[src/hdl/ffd_pkg.sv]
// ----------------------------------------------------------------------------
// Fixed frame deframer package
// Shared constants, status codes and the result word type.
// ----------------------------------------------------------------------------
package ffd_pkg;

  localparam logic [7:0] HEADER_RESET = 8'h81;
  localparam logic [7:0] FOOTER_RESET = 8'h88;

  localparam int         PAYLOAD_LEN  = 8;
  localparam int         PAY_IDX_W    = $clog2(PAYLOAD_LEN);
  localparam logic [3:0] POS_IDLE     = 4'd0;
  localparam logic [3:0] POS_LAST     = 4'd9;

  localparam logic CFG_HEADER = 1'b0;
  localparam logic CFG_FOOTER = 1'b1;

  typedef enum logic [1:0] {
    ST_BUSY     = 2'd0,
    ST_DONE     = 2'd1,
    ST_BAD_HEAD = 2'd2,
    ST_BAD_FOOT = 2'd3
  } status_t;

  typedef logic [7:0] byte_t;

  typedef struct packed {
    status_t     status;
    byte_t [7:0] payload;
    logic [15:0] bad_frames;
  } result_t;

endpackage

[src/hdl/ffd_if.sv]
// ----------------------------------------------------------------------------
// Fixed frame deframer channels
// Valid/ready interfaces for the byte input and the status result.
// ----------------------------------------------------------------------------
interface ffd_in_if;
  logic       valid;
  logic       ready;
  logic [7:0] rx_byte;

  modport source (output valid, output rx_byte, input ready);
  modport sink (input valid, input rx_byte, output ready);
endinterface

interface ffd_out_if;
  logic        valid;
  logic        ready;
  logic [1:0]  status;
  logic [7:0]  dest;
  logic [7:0]  kind;
  logic [7:0]  seq_high;
  logic [7:0]  seq_low;
  logic [7:0]  data_a;
  logic [7:0]  data_b;
  logic [7:0]  data_c;
  logic [7:0]  data_d;
  logic [15:0] bad_frames;

  modport source (
    output valid, output status, output dest, output kind, output seq_high,
    output seq_low, output data_a, output data_b, output data_c, output data_d,
    output bad_frames, input ready
  );
  modport sink (
    input valid, input status, input dest, input kind, input seq_high,
    input seq_low, input data_a, input data_b, input data_c, input data_d,
    input bad_frames, output ready
  );
endinterface

[src/hdl/fixed_frame_deframer.sv]
// ----------------------------------------------------------------------------
// Fixed frame deframer
// Finds 10-byte frames (header, 8 payload bytes, footer) in a byte stream.
// ----------------------------------------------------------------------------
// Usage:
//   in_ch carries one received byte per word. out_ch returns exactly one
//   status word per input byte: in progress, frame complete with the eight
//   payload bytes, bad header dropped, or bad footer, plus the saturating
//   count of invalid headers and footers.
//   cfg_we/cfg_index/cfg_data write the header value (index 0) and the
//   footer value (index 1); write them only while the block is idle.
//   Latency: the status word for a byte is valid the cycle after the byte
//   is accepted. Throughput: one byte per cycle when not stalled, set by the
//   single result register that follows the position and count update.
//   Reset: position returns to waiting for a header, the count clears,
//   header and footer return to 0x81 and 0x88, no result is pending.
//   Stall: while out_ch.ready is low with a word pending, in_ch.ready drops
//   and the pending word holds; a byte is taken in the same cycle that the
//   pending word leaves.
// ----------------------------------------------------------------------------
module fixed_frame_deframer (
  input  logic         clk,
  input  logic         rst_n,
  ffd_in_if.sink       in_ch,
  ffd_out_if.source    out_ch,
  input  logic         cfg_we,
  input  logic         cfg_index,
  input  logic [7:0]   cfg_data
);

  logic             take;
  logic             can_load;
  ffd_pkg::result_t result;
  ffd_pkg::result_t held;

  assign in_ch.ready = can_load;
  assign take        = in_ch.valid && can_load;

  ffd_core u_core (
    .clk       (clk),
    .rst_n     (rst_n),
    .cfg_we    (cfg_we),
    .cfg_index (cfg_index),
    .cfg_data  (cfg_data),
    .take      (take),
    .rx_byte   (in_ch.rx_byte),
    .result    (result)
  );

  ffd_out_reg u_out (
    .clk       (clk),
    .rst_n     (rst_n),
    .load      (take),
    .result    (result),
    .out_ready (out_ch.ready),
    .out_valid (out_ch.valid),
    .can_load  (can_load),
    .held      (held)
  );

  assign out_ch.status     = held.status;
  assign out_ch.dest       = held.payload[0];
  assign out_ch.kind       = held.payload[1];
  assign out_ch.seq_high   = held.payload[2];
  assign out_ch.seq_low    = held.payload[3];
  assign out_ch.data_a     = held.payload[4];
  assign out_ch.data_b     = held.payload[5];
  assign out_ch.data_c     = held.payload[6];
  assign out_ch.data_d     = held.payload[7];
  assign out_ch.bad_frames = held.bad_frames;

endmodule

[src/hdl/ffd_core.sv]
// ----------------------------------------------------------------------------
// Fixed frame deframer core
// Frame position, payload capture, invalid count and result formation.
// ----------------------------------------------------------------------------
module ffd_core (
  input  logic            clk,
  input  logic            rst_n,
  input  logic            cfg_we,
  input  logic            cfg_index,
  input  logic [7:0]      cfg_data,
  input  logic            take,
  input  logic [7:0]      rx_byte,
  output ffd_pkg::result_t result
);

  logic [7:0]         header_r;
  logic [7:0]         footer_r;
  logic [3:0]         pos_r;
  logic [3:0]         pos_nxt;
  logic [15:0]        count_r;
  logic [15:0]        count_nxt;
  ffd_pkg::byte_t [7:0] pay_r;
  logic               pay_we;
  logic [ffd_pkg::PAY_IDX_W-1:0] pay_idx;
  logic [3:0]         pos_m1;
  logic               bump;
  ffd_pkg::status_t   status;

  assign pos_m1  = pos_r - 4'd1;
  assign pay_idx = pos_m1[ffd_pkg::PAY_IDX_W-1:0];

  always_comb begin
    pos_nxt = pos_r;
    status  = ffd_pkg::ST_BUSY;
    bump    = 1'b0;
    pay_we  = 1'b0;
    if (pos_r == ffd_pkg::POS_IDLE || pos_r > ffd_pkg::POS_LAST) begin
      if (rx_byte == header_r) begin
        pos_nxt = 4'd1;
      end else begin
        pos_nxt = ffd_pkg::POS_IDLE;
        bump    = 1'b1;
        status  = ffd_pkg::ST_BAD_HEAD;
      end
    end else if (pos_r < ffd_pkg::POS_LAST) begin
      pay_we  = 1'b1;
      pos_nxt = pos_r + 4'd1;
    end else begin
      pos_nxt = ffd_pkg::POS_IDLE;
      if (rx_byte == footer_r) begin
        status = ffd_pkg::ST_DONE;
      end else begin
        bump   = 1'b1;
        status = ffd_pkg::ST_BAD_FOOT;
      end
    end
  end

  always_comb begin
    count_nxt = count_r;
    if (bump && count_r != 16'hFFFF) begin
      count_nxt = count_r + 16'd1;
    end
  end

  always_comb begin
    result.status     = status;
    result.payload    = (status == ffd_pkg::ST_DONE) ? pay_r : '0;
    result.bad_frames = count_nxt;
  end

  always_ff @(posedge clk) begin
    if (!rst_n) begin
      header_r <= ffd_pkg::HEADER_RESET;
      footer_r <= ffd_pkg::FOOTER_RESET;
      pos_r    <= ffd_pkg::POS_IDLE;
      count_r  <= '0;
    end else begin
      if (cfg_we) begin
        case (cfg_index)
          ffd_pkg::CFG_HEADER: header_r <= cfg_data;
          ffd_pkg::CFG_FOOTER: footer_r <= cfg_data;
          default: ;
        endcase
      end
      if (take) begin
        pos_r   <= pos_nxt;
        count_r <= count_nxt;
      end
    end
  end

  always_ff @(posedge clk) begin
    if (take && pay_we) begin
      pay_r[pay_idx] <= rx_byte;
    end
  end

endmodule

[src/hdl/ffd_out_reg.sv]
// ----------------------------------------------------------------------------
// Fixed frame deframer result register
// Holds one result word until the receiver takes it.
// ----------------------------------------------------------------------------
module ffd_out_reg (
  input  logic              clk,
  input  logic              rst_n,
  input  logic              load,
  input  ffd_pkg::result_t  result,
  input  logic              out_ready,
  output logic              out_valid,
  output logic              can_load,
  output ffd_pkg::result_t  held
);

  logic             valid_r;
  ffd_pkg::result_t data_r;

  assign can_load  = !valid_r || out_ready;
  assign out_valid = valid_r;
  assign held      = data_r;

  always_ff @(posedge clk) begin
    if (!rst_n) begin
      valid_r <= 1'b0;
    end else if (can_load) begin
      valid_r <= load;
    end
  end

  always_ff @(posedge clk) begin
    if (load) begin
      data_r <= result;
    end
  end

endmodule

[src/flat_wrapper.sv]
// flat-port wrapper written by rule: the top's interface ports become plain ports
module fixed_frame_deframer_flat 
  (clk, rst_n, cfg_we, cfg_index, cfg_data, in_ch_valid, in_ch_rx_byte, in_ch_ready, out_ch_valid, out_ch_status, out_ch_dest, out_ch_kind, out_ch_seq_high, out_ch_seq_low, out_ch_data_a, out_ch_data_b, out_ch_data_c, out_ch_data_d, out_ch_bad_frames, out_ch_ready);
  ffd_in_if in_ch_i ();
  ffd_out_if out_ch_i ();
  input  logic clk;
  input  logic rst_n;
  input  logic cfg_we;
  input  logic cfg_index;
  input  logic [7:0] cfg_data;
  input wire logic [$bits(in_ch_i.valid)-1:0] in_ch_valid;
  input wire logic [$bits(in_ch_i.rx_byte)-1:0] in_ch_rx_byte;
  output wire logic [$bits(in_ch_i.ready)-1:0] in_ch_ready;
  output wire logic [$bits(out_ch_i.valid)-1:0] out_ch_valid;
  output wire logic [$bits(out_ch_i.status)-1:0] out_ch_status;
  output wire logic [$bits(out_ch_i.dest)-1:0] out_ch_dest;
  output wire logic [$bits(out_ch_i.kind)-1:0] out_ch_kind;
  output wire logic [$bits(out_ch_i.seq_high)-1:0] out_ch_seq_high;
  output wire logic [$bits(out_ch_i.seq_low)-1:0] out_ch_seq_low;
  output wire logic [$bits(out_ch_i.data_a)-1:0] out_ch_data_a;
  output wire logic [$bits(out_ch_i.data_b)-1:0] out_ch_data_b;
  output wire logic [$bits(out_ch_i.data_c)-1:0] out_ch_data_c;
  output wire logic [$bits(out_ch_i.data_d)-1:0] out_ch_data_d;
  output wire logic [$bits(out_ch_i.bad_frames)-1:0] out_ch_bad_frames;
  input wire logic [$bits(out_ch_i.ready)-1:0] out_ch_ready;
  assign in_ch_i.valid = in_ch_valid;
  assign in_ch_i.rx_byte = in_ch_rx_byte;
  assign in_ch_ready = in_ch_i.ready;
  assign out_ch_valid = out_ch_i.valid;
  assign out_ch_status = out_ch_i.status;
  assign out_ch_dest = out_ch_i.dest;
  assign out_ch_kind = out_ch_i.kind;
  assign out_ch_seq_high = out_ch_i.seq_high;
  assign out_ch_seq_low = out_ch_i.seq_low;
  assign out_ch_data_a = out_ch_i.data_a;
  assign out_ch_data_b = out_ch_i.data_b;
  assign out_ch_data_c = out_ch_i.data_c;
  assign out_ch_data_d = out_ch_i.data_d;
  assign out_ch_bad_frames = out_ch_i.bad_frames;
  assign out_ch_i.ready = out_ch_ready;
  fixed_frame_deframer u_core (.clk(clk), .rst_n(rst_n), .in_ch(in_ch_i), .out_ch(out_ch_i), .cfg_we(cfg_we), .cfg_index(cfg_index), .cfg_data(cfg_data));
endmodule
[config.mk]
export PLATFORM = sky130hd
export DESIGN_NAME = fixed_frame_deframer_flat
export DESIGN_NICKNAME = d
export VERILOG_FILES = /design/src/hdl/ffd_pkg.sv /design/src/hdl/ffd_if.sv /design/src/hdl/fixed_frame_deframer.sv /design/src/hdl/ffd_core.sv /design/src/hdl/ffd_out_reg.sv /design/src/flat_wrapper.sv
export SDC_FILE = /design/constraint.sdc
export NUM_CORES = 1
export LEC_CHECK = 0
export BUFFER_PORTS_ARGS = -buffer_cell sky130_fd_sc_hd__buf_4
export CORE_MARGIN = 2
export CORE_UTILIZATION = 61
export DETAILED_ROUTE_END_ITERATION = 10
export GPL_TIMING_DRIVEN = 0
export HOLD_SLACK_MARGIN = 0.15
export PLACE_DENSITY_LB_ADDON = 0.2
export SLEW_MARGIN = 15
export SYNTH_ARGS = -nofsm -noshare
export SYNTH_HDL_FRONTEND = slang
export SYNTH_SLANG_ARGS = --single-unit
[constraint.sdc]
create_clock -name clk -period 16.9 [get_ports clk]
set_input_delay 3.38 -clock clk [delete_from_list [all_inputs] [get_ports clk]]
set_output_delay 3.38 -clock clk [all_outputs]
set_load 0.01 [all_outputs]
==> results.md <==
* Post-cts gate resize count at 0
* Synth area leader: edfxtp_1
* Clock buffer count from CTS at 17
* Register area at approximately 5100 um2
* LEAKAGE at 3.356 nW
* Vias at around 4400
* DRC at 0
* Vias in the first global route at approximately 4500
* Commonest cells post-synth: 146 x edfxtp_1, 67 x and2_1, 53 x nand2_1, 37 x dfxtp_1, 29 x xor2_1
* 1st-pass router iterations at 5
* Placed insts at between 700 and 800
* Final ANT Viol Nets at 0
* Die outline height at about 110 um
* # port buffers at around 110
* Pin count of the biggest net entering global routing at 60
* CTS tree: yes
* Skew-Pair Late Insertion Delay at 420 ps
* Cell count after synthesis at 506
* Worst path arrival time at between 3000 and 4000 ps
* Antenna diode count at 0
* DRT met1 WL at between 5000 and 6000 um
* Setup bufs post-CTS at 0
* Dpl hpwl at 9087 um
* Core footprint at between 10000 and 15000 um2
* WS Path Type: in2out
* Commonest register cell after synthesis: edfxtp_1
* Synthesis-stage register bit count at approximately 180
* Final WL at around 14000 um
* Routed wl met2 at 7385 um
* EDFF count, synth at 146
* Max clock buf depth at 2
* Syn Area/Cell at between 10 and 15 um2
* Pwr Total at just under 0.001 W
* Top-count cell post-synth: edfxtp_1
* RePlAce Congestion at 0.8899
* WL per Instance at ~18 um
* Maxcap violations at 0
* Cell Area, Synth at roughly 7000 um2
* Top cell type's share of synthesized area at between 60% and 70%
* # hold bufs at CTS at 0
* CP startpoint kind: input port
* Initial antenna violation count at 0
* Crit path max fanout at 3
* Clock period minus final worst setup slack at just over 7000 ps
* Die area at between 10000 and 15000 um2
* GR Util All Layers at a little under a quarter
* Final setup fails at 0
* Skew final at roughly 6.4 ps
* Worst Tran Pin Value at about 1100 ps
* Final Util at 76.59%
* Layout area overhead at 23.11%
* Outcome: completed
* Crit. End Element: output pin
* Nets at around 660
* Syn Nets at between 500 and 600
* Seq/Total Area, Yosys at between 70 and 80%
* Grt ovf at 0
* Min-Delay Path Class: reg2reg
* Fraction of layout cells with a size suffix above 1 at approximately 25%
* Rows at 39
* First-pass GRT wire length at about 23000 um
* Asr flop ratio synth at 0%
* Total negative slack at 0 ps
* Synth unique cells at 50
* Htree depth at 4
* Top Ports at roughly 110
* Peak supply drop at ~0.06 mV
* DR vias/cell at 5.639
* Placed Area at a little over 8000 um2
* Worst slew margin at a little under a quarter
* Fillers at approximately 670
* Unrepaired setup endpoints after global routing: no
* Final Hold Fails at 0
* Met3 wire length at between 900 and 1000 um
* Critical Path RT at between 10000 and 15000 ps
* Final Instance Area at about 8700 um2
* Root Driver: clkbuf_16
* Top cells by area, synth: edfxtp_1 62%, dfxtp_1 11%, and2_1 6.0%
* Final period util at approximately 42%
* Fin cells at approximately 790
* Clock-pin slew on the worst setup and hold paths at 60 ps
* Max Fclk at ~140 MHz
* Initial Utilization at between 60% and 70%
* Ys Warns at 0
* Multi-input gate area at 1812 um2
* Slew Limit Fails at 0
* Uppermost layer routed: met4
* Chip Width at between 100 and 150 um
* DRT iter0 DRCs at 368
* Clock sink total at around 180
* Pwr dens at around 110 nW/um2
[cell usage in the layout, fill, tap and decap left out, drive strengths merged, types with 9 or more instances in the layout]
| cell type | Yosys | final |
|---|---|---|
| inv | 11 | 14 |
| nand3 | 15 | 15 |
| and2 | 68 | 68 |
| nand2 | 53 | 53 |
| dfxtp | 37 | 37 |
| nor4 | 9 | 9 |
| clkbuf | 13 | 32 |
| edfxtp | 146 | 146 |
| nor2 | 23 | 23 |
| a21oi | 22 | 22 |
| buf | 6 | 114 |
| xor2 | 29 | 29 |
[cells by family (layout without fill, tap and decap cells)]
family	count (synthesis)	count (layout)	share of synthesized area, %
compound gates	47	47	4.140
xor+xnor	34	34	4.228
fa+ha+maj	4	4	0.7106
buf+inv	30	170	1.990
flops	183	183	72.77
mux	5	5	0.7461
simple gates	203	203	15.42
[flip-flops by register name (all words and copies together), names as in the netlist]
signal / flops
u_core.u_core.pos_r: 4
u_core.u_core.pay_r: 64
u_core.u_out.held: 82
u_core.u_core.count_r: 16
u_core.u_core.header_r: 8
u_core.u_core.footer_r: 8
u_core.u_out.out_valid: 1
[metal layers]
metal	track usage, %	vias up
li1	-	2054
met1	29.36	2151
met2	39.31	203
met3	6.151	41
met4	12.35	0
met5	0	-
[worst max-delay path, cell delays in order]
cell	delay (ps)
buf_4	100
nand2b_1	160
buf_4	150
[power breakdown]
part | total, W | internal [W] | switching, W
Combinational | 0.0000622 | 0.0000253 | 0.0000369
Sequential | 0.000505 | 0.000500 | 0.00000576
Clock | 0.000394 | 0.000232 | 0.000162
Total | 0.000961 | 0.000757 | 0.000204
[final timing paths]
path | from | end | slack (ps) | cells past startpoint
worst min-delay path | u_core.u_core.header_r[4]$_SDFFE_PN0P_ | u_core.u_core.header_r[4]$_SDFFE_PN0P_ | 470 | 2
worst min register to register | u_core.u_core.header_r[4]$_SDFFE_PN0P_ | u_core.u_core.header_r[4]$_SDFFE_PN0P_ | 470 | 2
worst max register to register | u_core.u_core.pos_r[0]$_SDFFE_PN0P_ | u_core.u_core.pay_r[15]$_DFFE_PP_ | 13560 | 8
worst max-delay path | out_ch_ready | in_ch_ready | 9720 | 3
[area by class of cell]
class | count | share of cell area, %
Sequential cell | 183 | 59.11
Multi-Input combinational cell | 293 | 20.89
Timing Repair Buffer | 108 | 9.524
Clock buffer | 19 | 4.993
Tap cell | 143 | 2.063
Clock inverter | 13 | 1.760
Buffer | 19 | 1.183
Inverter | 11 | 0.4762
[through the flow]
step | setup WS [ps] | hold WS, ps
2_1_floorplan | 8978 | 448.1
3_3_place_gp | 7554 | 455.0
3_5_place_dp | 9723 | 461.2
4_1_cts | 9723 | 469.6
5_1_grt | 9700 | 491.1
6_report | 9724 | 467.4
(Power assumes the default switching activity.)
